**src/rtl/segment_allocator_fit_policy_core_assert.svh**
```systemverilog
// assertion macros for the allocator top level
`ifndef SEGMENT_ALLOCATOR_FIT_POLICY_CORE_ASSERT_SVH
`define SEGMENT_ALLOCATOR_FIT_POLICY_CORE_ASSERT_SVH

// same-cycle implication, off during reset
`define SAC_ASSERT_IMPL(label, clk, rst, ante, cons) \
   label: assert property (@(posedge clk) disable iff (rst) (ante) |-> (cons)) \
      else $error("assertion failed");

// next-cycle implication, off during reset
`define SAC_ASSERT_NEXT(label, clk, rst, ante, cons) \
   label: assert property (@(posedge clk) disable iff (rst) (ante) |=> (cons)) \
      else $error("assertion failed");

`endif

```
**src/rtl/sac_pkg.sv**
```systemverilog
// package: sizes, codes and table entry type of the segment allocator
package sac_pkg;

   localparam int MAX_SEGMENTS = 64;
   localparam int IDX_BITS     = $clog2(MAX_SEGMENTS);
   localparam int CNT_BITS     = $clog2(MAX_SEGMENTS + 1);
   localparam int ADDR_BITS    = 16;
   localparam int LEN_BITS     = 16;

   localparam logic [1:0] FIRST_FIT = 2'd0;
   localparam logic [1:0] BEST_FIT  = 2'd1;
   localparam logic [1:0] WORST_FIT = 2'd2;

   localparam logic [1:0] CMD_ALLOC = 2'd0;
   localparam logic [1:0] CMD_FREE  = 2'd1;
   localparam logic [1:0] CMD_INIT  = 2'd2;

   localparam logic [2:0] ST_OK      = 3'd0;
   localparam logic [2:0] ST_NOFIT   = 3'd1;
   localparam logic [2:0] ST_BADFREE = 3'd2;
   localparam logic [2:0] ST_FULL    = 3'd3;
   localparam logic [2:0] ST_ZERO    = 3'd4;

   localparam logic CSR_FIT_STRATEGY = 1'b0;
   localparam logic CSR_POOL_UNITS   = 1'b1;

   typedef struct packed {
      logic                 busy;
      logic [ADDR_BITS-1:0] base;
      logic [LEN_BITS-1:0]  len;
   } seg_entry_type;

   localparam int ENTRY_BITS = $bits(seg_entry_type);

   typedef struct packed {
      logic                 vld;
      logic                 is_free;
      logic [1:0]           strategy;
      logic [LEN_BITS-1:0]  size;
      logic [ADDR_BITS-1:0] addr;
      logic [IDX_BITS-1:0]  idx;
      seg_entry_type        entry;
   } sac_eval_type;

   typedef struct packed {
      logic                found;
      logic [IDX_BITS-1:0] idx;
      seg_entry_type       entry;
   } sac_pick_type;

endpackage

```
**src/rtl/sac_if.sv**
```systemverilog
// request and response channel interfaces
interface sac_req_if import sac_pkg::*; ();
   logic                 valid;
   logic                 ready;
   logic [1:0]           cmd;
   logic [LEN_BITS-1:0]  req_size;
   logic [ADDR_BITS-1:0] free_addr;
   modport source (output valid, cmd, req_size, free_addr, input ready);
   modport sink (input valid, cmd, req_size, free_addr, output ready);
endinterface

interface sac_rsp_if import sac_pkg::*; ();
   logic                 valid;
   logic                 ready;
   logic [2:0]           status;
   logic [ADDR_BITS-1:0] alloc_addr;
   modport source (output valid, status, alloc_addr, input ready);
   modport sink (input valid, status, alloc_addr, output ready);
endinterface

```
**src/rtl/sac_ram.sv**
```systemverilog
// generic single-write, single-read ram with registered read data
module sac_ram #(
   parameter int WIDTH = 8,
   parameter int DEPTH = 16
) (
   input  logic                     clock,
   input  logic                     wr_en,
   input  logic [$clog2(DEPTH)-1:0] wr_addr,
   input  logic [WIDTH-1:0]         wr_data,
   input  logic [$clog2(DEPTH)-1:0] rd_addr,
   output logic [WIDTH-1:0]         rd_data
);
   logic [WIDTH-1:0] mem [DEPTH];
   logic [WIDTH-1:0] rd_data_ff;

   always_ff @(posedge clock) begin
      if (wr_en) begin
         mem[wr_addr] <= wr_data;
      end
      rd_data_ff <= mem[rd_addr];
   end

   assign rd_data = rd_data_ff;
endmodule

```
**src/rtl/sac_pick.sv**
```systemverilog
// candidate tracker: keeps the chosen segment while the table is scanned
module sac_pick import sac_pkg::*; (
   input  logic         clock,
   input  logic         clear,
   input  sac_eval_type ev,
   output sac_pick_type pick
);
   logic          found_ff, found_in;
   logic [IDX_BITS-1:0] idx_ff, idx_in;
   seg_entry_type entry_ff, entry_in;
   logic          fits;
   logic          better;

   always_comb begin
      if (ev.is_free) begin
         fits = ev.entry.busy && (ev.entry.base == ev.addr);
      end else begin
         fits = !ev.entry.busy && (ev.entry.len >= ev.size);
      end
      // only best and worst fit replace an earlier candidate
      better = !found_ff ||
               (!ev.is_free && ev.strategy == BEST_FIT && ev.entry.len < entry_ff.len) ||
               (!ev.is_free && ev.strategy == WORST_FIT && ev.entry.len > entry_ff.len);
      found_in = found_ff;
      idx_in   = idx_ff;
      entry_in = entry_ff;
      if (clear) begin
         found_in = 1'b0;
      end else if (ev.vld && fits && better) begin
         found_in = 1'b1;
         idx_in   = ev.idx;
         entry_in = ev.entry;
      end
   end

   always_ff @(posedge clock) begin
      found_ff <= found_in;
      idx_ff   <= idx_in;
      entry_ff <= entry_in;
   end

   assign pick = '{found: found_ff, idx: idx_ff, entry: entry_ff};
endmodule

```
**src/rtl/segment_allocator_fit_policy_core.sv**
```systemverilog
// top level: segment table allocator with first, best and worst fit
//
// The segment table lives in one RAM of MAX_SEGMENTS entries, one read and
// one write a cycle. Every allocate or free scans the live entries once,
// but for a zero-size allocate or one under a reserved strategy. A split
// allocate then moves the entries above the chosen one up by one and
// writes two entries; a free runs a compaction pass that merges free
// neighbors. After reset the block writes the initial pool entry in its
// boot state before it takes a word. One item is worked on at a time; the
// response sits in an output register until taken.
module segment_allocator_fit_policy_core import sac_pkg::*; (
   input  logic                clock,
   input  logic                reset,
   sac_req_if.sink             req_chan,
   sac_rsp_if.source           rsp_chan,
   input  logic                csr_wr_en,
   input  logic                csr_index,
   input  logic [LEN_BITS-1:0] csr_wr_data
);
`include "segment_allocator_fit_policy_core_assert.svh"

   typedef enum logic [9:0] {
      S_BOOT   = 10'b0000000001,
      S_IDLE   = 10'b0000000010,
      S_SCAN   = 10'b0000000100,
      S_DECIDE = 10'b0000001000,
      S_SHIFT  = 10'b0000010000,
      S_SPLIT  = 10'b0000100000,
      S_MARK   = 10'b0001000000,
      S_MERGE  = 10'b0010000000,
      S_MLAST  = 10'b0100000000,
      S_DONE   = 10'b1000000000
   } state_type;

   state_type state_ff, state_in;

   logic [1:0]           strategy_ff;
   logic [LEN_BITS-1:0]  pool_ff;
   logic [1:0]           cmd_ff, cmd_in;
   logic [LEN_BITS-1:0]  size_ff, size_in;
   logic [ADDR_BITS-1:0] addr_ff, addr_in;
   logic [CNT_BITS-1:0]  total_ff, total_in;
   logic [CNT_BITS-1:0]  cnt_ff, cnt_in;
   logic [CNT_BITS-1:0]  wcnt_ff, wcnt_in;
   logic                 split_ff, split_in;
   logic                 have_ff, have_in;
   seg_entry_type        pend_ff, pend_in;
   logic [2:0]           res_status_ff, res_status_in;
   logic [ADDR_BITS-1:0] res_addr_ff, res_addr_in;
   logic                 rsp_valid_ff, rsp_valid_in;
   logic [2:0]           rsp_status_ff, rsp_status_in;
   logic [ADDR_BITS-1:0] rsp_addr_ff, rsp_addr_in;
   logic                 rd_vld_ff, rd_vld_in;
   logic [IDX_BITS-1:0]  rd_idx_ff;

   logic                 wr_en;
   logic [IDX_BITS-1:0]  wr_addr;
   seg_entry_type        wr_data;
   logic [IDX_BITS-1:0]  rd_addr;
   logic [ENTRY_BITS-1:0] rd_raw;
   seg_entry_type        rd_entry;
   seg_entry_type        mrg_entry;
   logic                 pick_clear;
   sac_eval_type         ev;
   sac_pick_type         pick;
   logic                 req_fire;
   logic [CNT_BITS-1:0]  pick_next;

   sac_ram #(.WIDTH(ENTRY_BITS), .DEPTH(MAX_SEGMENTS)) u_table (
      .clock   (clock),
      .wr_en   (wr_en),
      .wr_addr (wr_addr),
      .wr_data (wr_data),
      .rd_addr (rd_addr),
      .rd_data (rd_raw)
   );

   sac_pick u_pick (
      .clock (clock),
      .clear (pick_clear),
      .ev    (ev),
      .pick  (pick)
   );

   assign rd_entry  = seg_entry_type'(rd_raw);
   assign req_fire  = req_chan.valid && req_chan.ready;
   assign pick_next = CNT_BITS'(pick.idx) + CNT_BITS'(1);

   always_comb begin
      mrg_entry = rd_entry;
      if (rd_idx_ff == pick.idx) begin
         mrg_entry.busy = 1'b0;
      end
      ev = '{vld: rd_vld_ff && state_ff == S_SCAN, is_free: cmd_ff == CMD_FREE,
             strategy: strategy_ff, size: size_ff, addr: addr_ff, idx: rd_idx_ff,
             entry: rd_entry};
   end

   always_comb begin
      state_in      = state_ff;
      cmd_in        = cmd_ff;
      size_in       = size_ff;
      addr_in       = addr_ff;
      total_in      = total_ff;
      cnt_in        = cnt_ff;
      wcnt_in       = wcnt_ff;
      split_in      = split_ff;
      have_in       = have_ff;
      pend_in       = pend_ff;
      res_status_in = res_status_ff;
      res_addr_in   = res_addr_ff;
      rsp_valid_in  = rsp_valid_ff && !rsp_chan.ready;
      rsp_status_in = rsp_status_ff;
      rsp_addr_in   = rsp_addr_ff;
      rd_vld_in     = 1'b0;
      rd_addr       = cnt_ff[IDX_BITS-1:0];
      wr_en         = 1'b0;
      wr_addr       = '0;
      wr_data       = '{busy: 1'b0, base: '0, len: pool_ff};
      pick_clear    = 1'b0;

      case (state_ff)
         S_BOOT: begin
            wr_en    = 1'b1;
            total_in = CNT_BITS'(1);
            state_in = S_IDLE;
         end
         S_IDLE: begin
            if (req_fire) begin
               cmd_in        = req_chan.cmd;
               size_in       = req_chan.req_size;
               addr_in       = req_chan.free_addr;
               cnt_in        = '0;
               pick_clear    = 1'b1;
               res_status_in = ST_OK;
               res_addr_in   = '0;
               state_in      = S_SCAN;
               case (req_chan.cmd)
                  CMD_ALLOC: begin
                     if (req_chan.req_size == '0) begin
                        res_status_in = ST_ZERO;
                        state_in      = S_DONE;
                     end else if (strategy_ff != FIRST_FIT && strategy_ff != BEST_FIT &&
                                  strategy_ff != WORST_FIT) begin
                        res_status_in = ST_NOFIT;
                        state_in      = S_DONE;
                     end
                  end
                  CMD_FREE: begin
                  end
                  CMD_INIT: begin
                     wr_en    = 1'b1;
                     total_in = CNT_BITS'(1);
                     state_in = S_DONE;
                  end
                  default: begin
                     state_in = S_DONE;
                  end
               endcase
            end
         end
         S_SCAN: begin
            if (cnt_ff < total_ff) begin
               rd_vld_in = 1'b1;
               cnt_in    = cnt_ff + CNT_BITS'(1);
            end else if (!rd_vld_ff) begin
               state_in = S_DECIDE;
            end
         end
         S_DECIDE: begin
            if (cmd_ff == CMD_FREE) begin
               if (!pick.found) begin
                  res_status_in = ST_BADFREE;
                  state_in      = S_DONE;
               end else begin
                  cnt_in   = '0;
                  wcnt_in  = '0;
                  have_in  = 1'b0;
                  state_in = S_MERGE;
               end
            end else if (!pick.found) begin
               res_status_in = ST_NOFIT;
               state_in      = S_DONE;
            end else if (pick.entry.len > size_ff) begin
               if (total_ff >= CNT_BITS'(MAX_SEGMENTS)) begin
                  res_status_in = ST_FULL;
                  state_in      = S_DONE;
               end else begin
                  split_in = 1'b1;
                  cnt_in   = total_ff;
                  state_in = S_SHIFT;
               end
            end else begin
               split_in = 1'b0;
               state_in = S_MARK;
            end
         end
         S_SHIFT: begin
            // read k-1, write it to k in the next cycle, walking downward
            rd_addr = IDX_BITS'(cnt_ff - CNT_BITS'(1));
            if (cnt_ff > pick_next) begin
               rd_vld_in = 1'b1;
               cnt_in    = cnt_ff - CNT_BITS'(1);
            end else if (!rd_vld_ff) begin
               state_in = S_SPLIT;
            end
            if (rd_vld_ff) begin
               wr_en   = 1'b1;
               wr_addr = rd_idx_ff + IDX_BITS'(1);
               wr_data = rd_entry;
            end
         end
         S_SPLIT: begin
            wr_en    = 1'b1;
            wr_addr  = pick_next[IDX_BITS-1:0];
            wr_data  = '{busy: 1'b0, base: pick.entry.base + ADDR_BITS'(size_ff),
                         len: pick.entry.len - size_ff};
            state_in = S_MARK;
         end
         S_MARK: begin
            wr_en       = 1'b1;
            wr_addr     = pick.idx;
            wr_data     = '{busy: 1'b1, base: pick.entry.base, len: size_ff};
            total_in    = total_ff + CNT_BITS'(split_ff);
            res_addr_in = pick.entry.base;
            state_in    = S_DONE;
         end
         S_MERGE: begin
            // compaction: writes trail reads, so unread entries stay intact
            if (cnt_ff < total_ff) begin
               rd_vld_in = 1'b1;
               cnt_in    = cnt_ff + CNT_BITS'(1);
            end else if (!rd_vld_ff) begin
               state_in = S_MLAST;
            end
            if (rd_vld_ff) begin
               if (!have_ff) begin
                  have_in = 1'b1;
                  pend_in = mrg_entry;
               end else if (!pend_ff.busy && !mrg_entry.busy) begin
                  pend_in.len = pend_ff.len + mrg_entry.len;
               end else begin
                  wr_en   = 1'b1;
                  wr_addr = wcnt_ff[IDX_BITS-1:0];
                  wr_data = pend_ff;
                  wcnt_in = wcnt_ff + CNT_BITS'(1);
                  pend_in = mrg_entry;
               end
            end
         end
         S_MLAST: begin
            wr_en    = 1'b1;
            wr_addr  = wcnt_ff[IDX_BITS-1:0];
            wr_data  = pend_ff;
            total_in = wcnt_ff + CNT_BITS'(1);
            state_in = S_DONE;
         end
         S_DONE: begin
            if (!rsp_valid_ff || rsp_chan.ready) begin
               rsp_valid_in  = 1'b1;
               rsp_status_in = res_status_ff;
               rsp_addr_in   = (res_status_ff == ST_OK) ? res_addr_ff : '0;
               state_in      = S_IDLE;
            end
         end
         default: begin
            state_in = S_IDLE;
         end
      endcase
   end

   always_ff @(posedge clock) begin
      if (reset) begin
         state_ff     <= S_BOOT;
         strategy_ff  <= FIRST_FIT;
         pool_ff      <= LEN_BITS'(1024);
         total_ff     <= CNT_BITS'(1);
         rsp_valid_ff <= 1'b0;
         rd_vld_ff    <= 1'b0;
      end else begin
         state_ff     <= state_in;
         total_ff     <= total_in;
         rsp_valid_ff <= rsp_valid_in;
         rd_vld_ff    <= rd_vld_in;
         if (csr_wr_en) begin
            case (csr_index)
               CSR_FIT_STRATEGY: strategy_ff <= csr_wr_data[1:0];
               CSR_POOL_UNITS:   pool_ff     <= csr_wr_data;
               default: begin
               end
            endcase
         end
      end
   end

   always_ff @(posedge clock) begin
      cmd_ff        <= cmd_in;
      size_ff       <= size_in;
      addr_ff       <= addr_in;
      cnt_ff        <= cnt_in;
      wcnt_ff       <= wcnt_in;
      split_ff      <= split_in;
      have_ff       <= have_in;
      pend_ff       <= pend_in;
      res_status_ff <= res_status_in;
      res_addr_ff   <= res_addr_in;
      rsp_status_ff <= rsp_status_in;
      rsp_addr_ff   <= rsp_addr_in;
      rd_idx_ff     <= rd_addr;
   end

   assign req_chan.ready      = (state_ff == S_IDLE);
   assign rsp_chan.valid      = rsp_valid_ff;
   assign rsp_chan.status     = rsp_status_ff;
   assign rsp_chan.alloc_addr = rsp_addr_ff;

   `SAC_ASSERT_IMPL(a_total_range, clock, reset, 1'b1,
                    total_ff != '0 && total_ff <= CNT_BITS'(MAX_SEGMENTS))
   `SAC_ASSERT_IMPL(a_idle_no_read, clock, reset, state_ff == S_IDLE, !rd_vld_ff)
   `SAC_ASSERT_IMPL(a_fail_addr_zero, clock, reset,
                    rsp_valid_ff && rsp_status_ff != ST_OK, rsp_addr_ff == '0)
   `SAC_ASSERT_NEXT(a_merge_trails, clock, reset, state_ff == S_MERGE,
                    wcnt_ff <= cnt_ff)
endmodule

```
**src/flat_wrapper.sv**
```systemverilog
// flat-port wrapper written by rule: the top's interface ports become plain ports
module segment_allocator_fit_policy_core_flat import sac_pkg::*;
  (clock, reset, csr_wr_en, csr_index, csr_wr_data, req_chan_valid, req_chan_cmd, req_chan_req_size, req_chan_free_addr, req_chan_ready, rsp_chan_valid, rsp_chan_status, rsp_chan_alloc_addr, rsp_chan_ready);
  sac_req_if req_chan_i ();
  sac_rsp_if rsp_chan_i ();
  input  logic clock;
  input  logic reset;
  input  logic csr_wr_en;
  input  logic csr_index;
  input  logic [LEN_BITS-1:0] csr_wr_data;
  input wire logic [$bits(req_chan_i.valid)-1:0] req_chan_valid;
  input wire logic [$bits(req_chan_i.cmd)-1:0] req_chan_cmd;
  input wire logic [$bits(req_chan_i.req_size)-1:0] req_chan_req_size;
  input wire logic [$bits(req_chan_i.free_addr)-1:0] req_chan_free_addr;
  output wire logic [$bits(req_chan_i.ready)-1:0] req_chan_ready;
  output wire logic [$bits(rsp_chan_i.valid)-1:0] rsp_chan_valid;
  output wire logic [$bits(rsp_chan_i.status)-1:0] rsp_chan_status;
  output wire logic [$bits(rsp_chan_i.alloc_addr)-1:0] rsp_chan_alloc_addr;
  input wire logic [$bits(rsp_chan_i.ready)-1:0] rsp_chan_ready;
  assign req_chan_i.valid = req_chan_valid;
  assign req_chan_i.cmd = req_chan_cmd;
  assign req_chan_i.req_size = req_chan_req_size;
  assign req_chan_i.free_addr = req_chan_free_addr;
  assign req_chan_ready = req_chan_i.ready;
  assign rsp_chan_valid = rsp_chan_i.valid;
  assign rsp_chan_status = rsp_chan_i.status;
  assign rsp_chan_alloc_addr = rsp_chan_i.alloc_addr;
  assign rsp_chan_i.ready = rsp_chan_ready;
  segment_allocator_fit_policy_core u_core (.clock(clock), .reset(reset), .req_chan(req_chan_i), .rsp_chan(rsp_chan_i), .csr_wr_en(csr_wr_en), .csr_index(csr_index), .csr_wr_data(csr_wr_data));
endmodule
```
**config.mk**
```make
export PLATFORM = sky130hd
export DESIGN_NAME = segment_allocator_fit_policy_core_flat
export DESIGN_NICKNAME = d
export VERILOG_FILES = /design/src/rtl/sac_pkg.sv /design/src/rtl/sac_if.sv /design/src/rtl/sac_ram.sv /design/src/rtl/sac_pick.sv /design/src/rtl/segment_allocator_fit_policy_core.sv /design/src/flat_wrapper.sv
export VERILOG_INCLUDE_DIRS = /design/src /design/src/rtl
export SDC_FILE = /design/constraint.sdc
export NUM_CORES = 2
export LEC_CHECK = 0
export ABC_AREA = 1
export ABC_CLOCK_PERIOD_IN_PS = 7050
export BUFFER_PORTS_ARGS = -buffer_cell sky130_fd_sc_hd__clkbuf_2
export CORE_MARGIN = 2
export CORE_UTILIZATION = 40
export DETAILED_ROUTE_END_ITERATION = 16
export PLACE_DENSITY = 0.53
export SYNTH_ARGS = -nofsm -noshare
export SYNTH_HDL_FRONTEND = slang
export SYNTH_SLANG_ARGS = --single-unit
```
**constraint.sdc**
```tcl
create_clock -name clock -period 7.05 [get_ports clock]
set_input_delay 0.3525 -clock clock [delete_from_list [all_inputs] [get_ports clock]]
set_output_delay 0.3525 -clock clock [all_outputs]
set_load 0.1 [all_outputs]
```
# Yosys cells after proc, flatten, opt, wreduce, memory -nomap -nowiden

Memory sizes are Yosys's and may differ from the RTL's. A register that Yosys moved wholly into a read port is not among the register bits.
Cells that the tools add are included.

Register bits: 203
Latch bits: 0
Bits in writable memories: 2,112
ROM bits: 0
Input bits: 56
Output and inout bits: 21
Memories kept: 1

Memory list:

| memory             | depth | bits a word | rd ports | clocked after Yosys merged registers in | wr ports | RTL line      | text |
|---|---|---|---|---|---|---|---|
| u_core.u_table.mem | 64    | 33          | 1        | 1                                       | 1        | sac_ram.sv:13 | `logic [WIDTH-1:0] mem [DEPTH];` |

Add/sub/neg operators: 9
$mul: 0
Div/mod/pow operators: 0
$lt $le $gt $ge: 7
Equality and inequality tests: 42
Shift-type cells: 0
Muxes and demuxes: 83
Bitwise gates (word level): 3
Reductions and logical operators: 51

Operators by type and width:

| operator            | count |
|---|---|
| $mux 33             | 5 |
| $pmux 33 s5         | 1 |
| $mux 10             | 15 |
| $mux 7              | 14 |
| $pmux 10 s8         | 1 |
| $pmux 7 s4          | 2 |
| $add 16x16->16      | 2 |
| $gt 16x16->1        | 2 |
| $mux 16             | 2 |
| $pmux 16 s2         | 1 |
| $mux 6              | 5 |
| $pmux 6 s5          | 1 |
| $ne 2x2->1 const B  | 14 |
| $mux 3              | 8 |
| $mux 1              | 21 |
| $pmux 10 s2         | 1 |
| $mux 17             | 1 |
| $eq 16x16->1        | 1 |
| $ge 16x16->1        | 1 |
| $logic_not 16->1    | 1 |
| $lt 16x16->1        | 1 |
| $sub 16x16->16      | 1 |
| $add 7x1->7 const B | 2 |
| $logic_and 1x1->1   | 14 |
| other kinds (43)    | 78 |

# Depth between registers and ports, before layout

Depth after elaboration: 10
Gate-level depth with buffers: 19
Mapped depth without buffers: 18

# Modules after synthesis

From an unflattened synthesis, not the netlist that was laid out.

Cells, all modules: 8,694
Area total of the unflattened synthesis: 99,165.1 µm²

By module, submodules not included:

| module                            | times used | cells each | area each (µm²) |
|---|---|---|---|
| sac_ram                           | 1          | 6,996      | 85,713.5 |
| segment_allocator_fit_policy_core | 1          | 1,432      | 11,038.1 |
| sac_pick                          | 1          | 266        | 2,413.6 |

# Worst setup path after synthesis

OpenSTA, ideal clock, no wires.

Path type: register to register
From: reg u_core.state_ff[6]
To: mem u_core.u_table.mem[51][0] in the netlist's numbering, enable pin
Library setup time: 423 ps
Arrival: 4,582 ps
Required time: 6,627 ps
Path slack: 2,045 ps
Cell stages (with the launch flop): 12
Cell sequence: dfxtp_1 -> nor2_2 -> nand2_1 -> nor3_1 -> nand2_1 -> nor2_1 -> nand3_1 -> nand3_1 -> nor2_1 -> nor2_2 -> nand2_2 -> nor2_1

Longest elaborated chain between the ends: 6
Elaborated cells on any way between the ends: 14
Classes of those cells: 7 x eq/ne; 5 x mux; 2 x reduce/logical

RTL lines:

| item                         | RTL line                                                                           | text |
|---|---|---|
| start, declared              | segment_allocator_fit_policy_core.sv:35                                            | `state_type state_ff, state_in;` |
| start signal, assigned       | segment_allocator_fit_policy_core.sv:281                                           | `state_ff <= state_in;` |
| $eq 10x2->1                  | segment_allocator_fit_policy_core.sv:122, segment_allocator_fit_policy_core.sv:312 |  |
| $logic_and 1x1->1            | segment_allocator_fit_policy_core.sv:86                                            | `assign req_fire = req_chan.valid && req_chan.ready;` |
| $mux 1                       | segment_allocator_fit_policy_core.sv:129                                           | `if (req_fire) begin` |
| $pmux 1 s4                   | segment_allocator_fit_policy_core.sv:122                                           | `case (state_ff)` |
| $mux 1                       | sac_ram.sv:17                                                                      | `if (wr_en) begin` |
| $mux 1 (implied by the code) | sac_ram.sv:18                                                                      | `mem[wr_addr] <= wr_data;` |
| end, declared                | sac_ram.sv:13                                                                      |  |

Parallel ways exist; a longest one is shown, timed or not.

# Worst setup path in the final report

From: reg u_core.u_pick.idx_ff[0]
To: mem u_core.u_table.mem[44][3] in the netlist's numbering, enable pin

Longest elaborated chain between the ends: 10
Elaborated cells on any way between the ends: 15
Classes of those cells: 1 x add/sub; 1 x eq/ne; 11 x mux; 2 x reduce/logical

RTL lines:

| item                         | RTL line                                 | text |
|---|---|---|
| start, declared              | sac_pick.sv:9                            | `logic [IDX_BITS-1:0] idx_ff, idx_in;` |
| start signal, assigned       | sac_pick.sv:38                           | `idx_ff <= idx_in;` |
| $eq 6x6->1                   | segment_allocator_fit_policy_core.sv:91  | `if (rd_idx_ff == pick.idx) begin` |
| $mux 1                       | segment_allocator_fit_policy_core.sv:91  |  |
| $logic_not 1->1              | segment_allocator_fit_policy_core.sv:240 | `end else if (!pend_ff.busy && !mrg_entry.busy) begin` |
| $logic_and 1x1->1            | segment_allocator_fit_policy_core.sv:240 |  |
| $mux 1                       | segment_allocator_fit_policy_core.sv:240 |  |
| $mux 1                       | segment_allocator_fit_policy_core.sv:237 | `if (!have_ff) begin` |
| $mux 1                       | segment_allocator_fit_policy_core.sv:236 | `if (rd_vld_ff) begin` |
| $pmux 1 s4                   | segment_allocator_fit_policy_core.sv:122 |  |
| $mux 1                       | sac_ram.sv:17                            |  |
| $mux 1 (implied by the code) | sac_ram.sv:18                            |  |

Parallel ways exist; a longest one is shown, timed or not.

==> run summary <==
The required time of the worst setup path came out at 7.64 ns. The flow ran to the end, and the final reports show no timing, DRC or antenna violations. The number of endpoints failing setup at the final stage came out at 0. The register bit total from synthesis is around 2,300.

The post-detailed-route wirelength per cell came out at 27.0 um. The tree is rooted in a sky130_fd_sc_hd__clkbuf_16. The library cell used most frequently in the layout, excluding fill and tap cells, is sky130_fd_sc_hd__edfxtp_1. The total routed wirelength came out at 306 mm. At the worst endpoint, the arrival time is about 5.4 ns.

The final hold violation count is 0. The last weighted congestion value of the routability-driven placer is 0.907. The net count of the finished layout is around 8,000. The number of design-rule violations left by the first detailed-router iteration came out at 6,496. The largest driver fanout on the critical path is 29. The post-synthesis sequential area ratio is between 60% and 70%. Summing all placed instances gives a cell area of roughly 100,000 um^2. The post-CTS setup buffer count came out at 0. Cells with a size suffix above 1 make up 8.78% of the layout. In this run the deepest clock path goes through 4 buffers. Once detailed placement completed, the half-perimeter wirelength came to ~180 mm. In the layout the commonest cells are sky130_fd_sc_hd__edfxtp_1 (2,271), sky130_fd_sc_hd__nand2_1 (1,567), sky130_fd_sc_hd__nand3_1 (1,248). The worst-case register-to-register setup slack came out at around 2.3 ns. The post-route cell area is 114,000 um^2. The number of port buffers came out at 76. The maximum vdd drop came out at 0.242 mV.

The first-pass iteration count of the detailed router is 6. The number of placed cells counting well taps came out at about 11,000. The number of H-tree branching levels came out at 5. The async set-reset flop share out of synthesis is 0%. The number of enable-type register cells in the synthesized netlist is 2,271. Entering global routing, the biggest net connects 146 pins. The count of unresolved DRC violations after routing is 0. The effective utilization at floorplan is about two fifths.

The total number of placement rows is 183. STA classifies the critical path endpoint as a flop. The remaining number of nets flagged by the antenna check after routing is 0. The vertical die dimension came out at 504 um.

The vias after detailed routing came out at 63,100. The max-slew violation count is 0. The number of global-route vias before repair was 61,300. The number of vias per cell after detailed routing is 5.57. Dividing the final minimum period by the clock period gives approximately 68%. The total nets after synthesis is 7,885. The final worst clock skew is 0.0723 ns. Summed over its instances, the top area cell type makes up between 60 and 70% of the synthesized netlist area.

The area of the core came out at around 250,000 um^2. The tool flagged a number of max-cap violations equal to 0. The count of non-filler cells in the finished layout is 11,300.

Pin placement for this block handled 77 I/O pins. The initial antenna violation count came to 11. The maximum clock frequency is 0.210 GHz. The classification of the worst setup path is flop to flop.

The time the worst path needs with I/O delays and setup came out at around 4.8 ns. Yosys printed 0 warnings. Global routing finished with a remaining overflow of 0.

The headroom to the max-slew limit is under 10%. Of all cell types, the one taking the most synthesized area is sky130_fd_sc_hd__edfxtp_1. The horizontal die dimension is ~500 um. The layout-stage area growth over the synthesis result is 13.5%.

The wire length of the first global-routing pass came out at roughly 440 mm. The final total negative setup slack came out at 0 ns. The slew of the pin with the lowest slew margin is roughly 1.4 ns. The total power draw is roughly 32,000 uW. The global router's overall resource usage is between 20% and 30%.

The post-synthesis cell count is 7,727. The cell leakage power is 0.0432 uW. The clock tree from TritonCTS is built. Setup repair after global routing left no endpoint under its margin. After clock tree synthesis, the clock-pin slew on the worst setup and hold paths is 0.06 ns. For this run, the leading register cell type out of synthesis is sky130_fd_sc_hd__edfxtp_1. Fill cells in the final layout number 22,200.

The number of distinct library cells after synthesis is 53. The die footprint is 254,000 um^2. The clock latency on the worst-skew pair came out at 0.95 ns. The count of clock tree sinks is 2,348.

In this run, CTS created clock tree buffers numbering 277. STA classifies the critical path startpoint as a flop. The power per unit of standard cell area came out at 282 nW/um^2.

After synthesis, the cell types taking the most area are sky130_fd_sc_hd__edfxtp_1 (68%), sky130_fd_sc_hd__mux2i_1 (9.6%), sky130_fd_sc_hd__nand3_1 (6.3%), sky130_fd_sc_hd__nand2_1 (5.9%), sky130_fd_sc_hd__dfxtp_1 (1.5%). The number of resized instances in the post-cts repair step came out at 0. The path class of the tightest hold or removal check is input pin to flop. The post-synthesis average cell area is between 10 and 15 um^2. The synthesized area is ~100,000 um^2.
[final cells by class]
class / instances / area, um^2 / area share [%]
clock inverters: 105 / 857 / 0.754
flip-flops and latches: 2348 / 69700 / 61.4
inverters: 248 / 938 / 0.826
well taps: 3330 / 4170 / 3.67
repair buffers: 251 / 2210 / 1.95
diodes: 5 / 12.5 / 0.0110
multi-input cells: 4691 / 28300 / 24.9
clock buffers: 349 / 7400 / 6.51
[cells in the mapped netlist (9+ instances only)]
master and number:
sky130_fd_sc_hd__o21ai_0 109, sky130_fd_sc_hd__inv_1 227, sky130_fd_sc_hd__xnor2_1 15, sky130_fd_sc_hd__nand4_1 119
sky130_fd_sc_hd__xor2_1 19, sky130_fd_sc_hd__clkbuf_1 137, sky130_fd_sc_hd__mux2i_1 960, sky130_fd_sc_hd__o211ai_1 9
sky130_fd_sc_hd__or2_2 9, sky130_fd_sc_hd__a21oi_1 120, sky130_fd_sc_hd__edfxtp_1 2271, sky130_fd_sc_hd__buf_2 251
sky130_fd_sc_hd__nand2_1 1580, sky130_fd_sc_hd__nand2_2 13, sky130_fd_sc_hd__o2111ai_1 10, sky130_fd_sc_hd__inv_2 20
sky130_fd_sc_hd__dfxtp_1 77, sky130_fd_sc_hd__o22ai_1 18, sky130_fd_sc_hd__nand3_1 1254, sky130_fd_sc_hd__buf_1 45
sky130_fd_sc_hd__nor3_1 21, sky130_fd_sc_hd__ha_1 99, sky130_fd_sc_hd__nor2_1 242, sky130_fd_sc_hd__nand3_2 10
[layer usage]
layer | vias up | GRT usage (%) | routed length, um
met3 | 455 | 3.31 | 19700
met1 | 31900 | 33.1 | 133000
met4 | 0 | 8.72 | 11400
li1 | 28300 | - | -
met2 | 2389 | 37.1 | 142000
met5 | - | 0 | 0
[final timing paths]
path / cells past startpoint / start / to
worst max-delay path: 13 / u_core.u_pick.idx_ff[0] / u_core.u_table.mem[44][3]
worst min-delay path: 4 / csr_wr_en / u_core.pool_ff[12]
worst max register to register: 13 / u_core.u_pick.idx_ff[0] / u_core.u_table.mem[44][3]
worst min register to register: 0 / u_core.res_status_ff[2] / u_core.rsp_chan.status[2]
[what timing repair did]
| action | in CTS | in global routing |
|---|---|---|
| setup endpoints to repair | 0 | 0 |
| hold endpoints to repair | 69 | 0 |
| hold buffers | 57 | 0 |
[power breakdown]
part           internal (uW)  total (uW)  switching (uW)  leakage, uW
clock network           7880       13400            5520      0.00402
logic                    897        3090            2190       0.0173
registers              15400       15600             197       0.0219
[state kept, by name, summed over array words and instances (netlist names), 2 cells and up]
signal                      cells
u_core.u_pick.pick             32
u_core.u_table.mem           2112
u_core.cnt_ff                   7
u_core.pool_ff                 16
u_core.u_pick.idx_ff            6
u_core.res_status_ff            3
u_core.strategy_ff              2
u_core.pend_ff                 33
u_core.res_addr_ff             16
u_core.addr_ff                 16
u_core.rsp_chan.alloc_addr     16
u_core.rsp_chan.status          3
u_core.state_ff                10
u_core.u_table.rd_data         33
u_core.cmd_ff                   2
u_core.size_ff                 16
u_core.wcnt_ff                  7
u_core.total_ff                 7
u_core.rd_idx_ff                6
[per-stage QoR]
step	util, %	setup WS [ns]	hold slack (ns)
after floorplan	-	2.04	0.417
after global routing	45.7	1.82	0.112
after detailed placement	42.1	2.28	0.430
after CTS	45.7	2.27	0.0190
after global placement	42.1	2.26	0.426
final	45.7	2.28	0.112
[cells by family (layout without fill, tap and decap cells)]
logic type / after synthesis / after routing / share of synthesized area, %
AO/OA/AOI/OAI: 316 / 316 / 1.80
AND/OR/NAND/NOR: 3279 / 3279 / 14.4
other: 0 / 5 / 0
multiplexers: 960 / 960 / 9.60
XOR/XNOR: 34 / 34 / 0.297
adder cells (fa/ha/maj): 102 / 102 / 1.30
flip-flops: 2348 / 2348 / 69.6
buffers and inverters: 688 / 953 / 2.92
[worst max-delay path, stage by stage, from the launching register on]
cell	delay [ns]
sky130_fd_sc_hd__edfxtp_1	0.40
sky130_fd_sc_hd__inv_1	0.18
sky130_fd_sc_hd__nand2_1	0.09
sky130_fd_sc_hd__nand2_1	0.05
sky130_fd_sc_hd__nor2_1	0.12
sky130_fd_sc_hd__nand3_1	0.09
sky130_fd_sc_hd__nand2_1	0.17
sky130_fd_sc_hd__nand2_1	0.15
sky130_fd_sc_hd__nand2_1	0.20
sky130_fd_sc_hd__nand2_2	0.15
sky130_fd_sc_hd__a21oi_2	0.56
sky130_fd_sc_hd__nand3_2	0.81
sky130_fd_sc_hd__nor2_4	1.13
sky130_fd_sc_hd__buf_4	0.29
No activity file was read; power rests on OpenSTA's default activity.
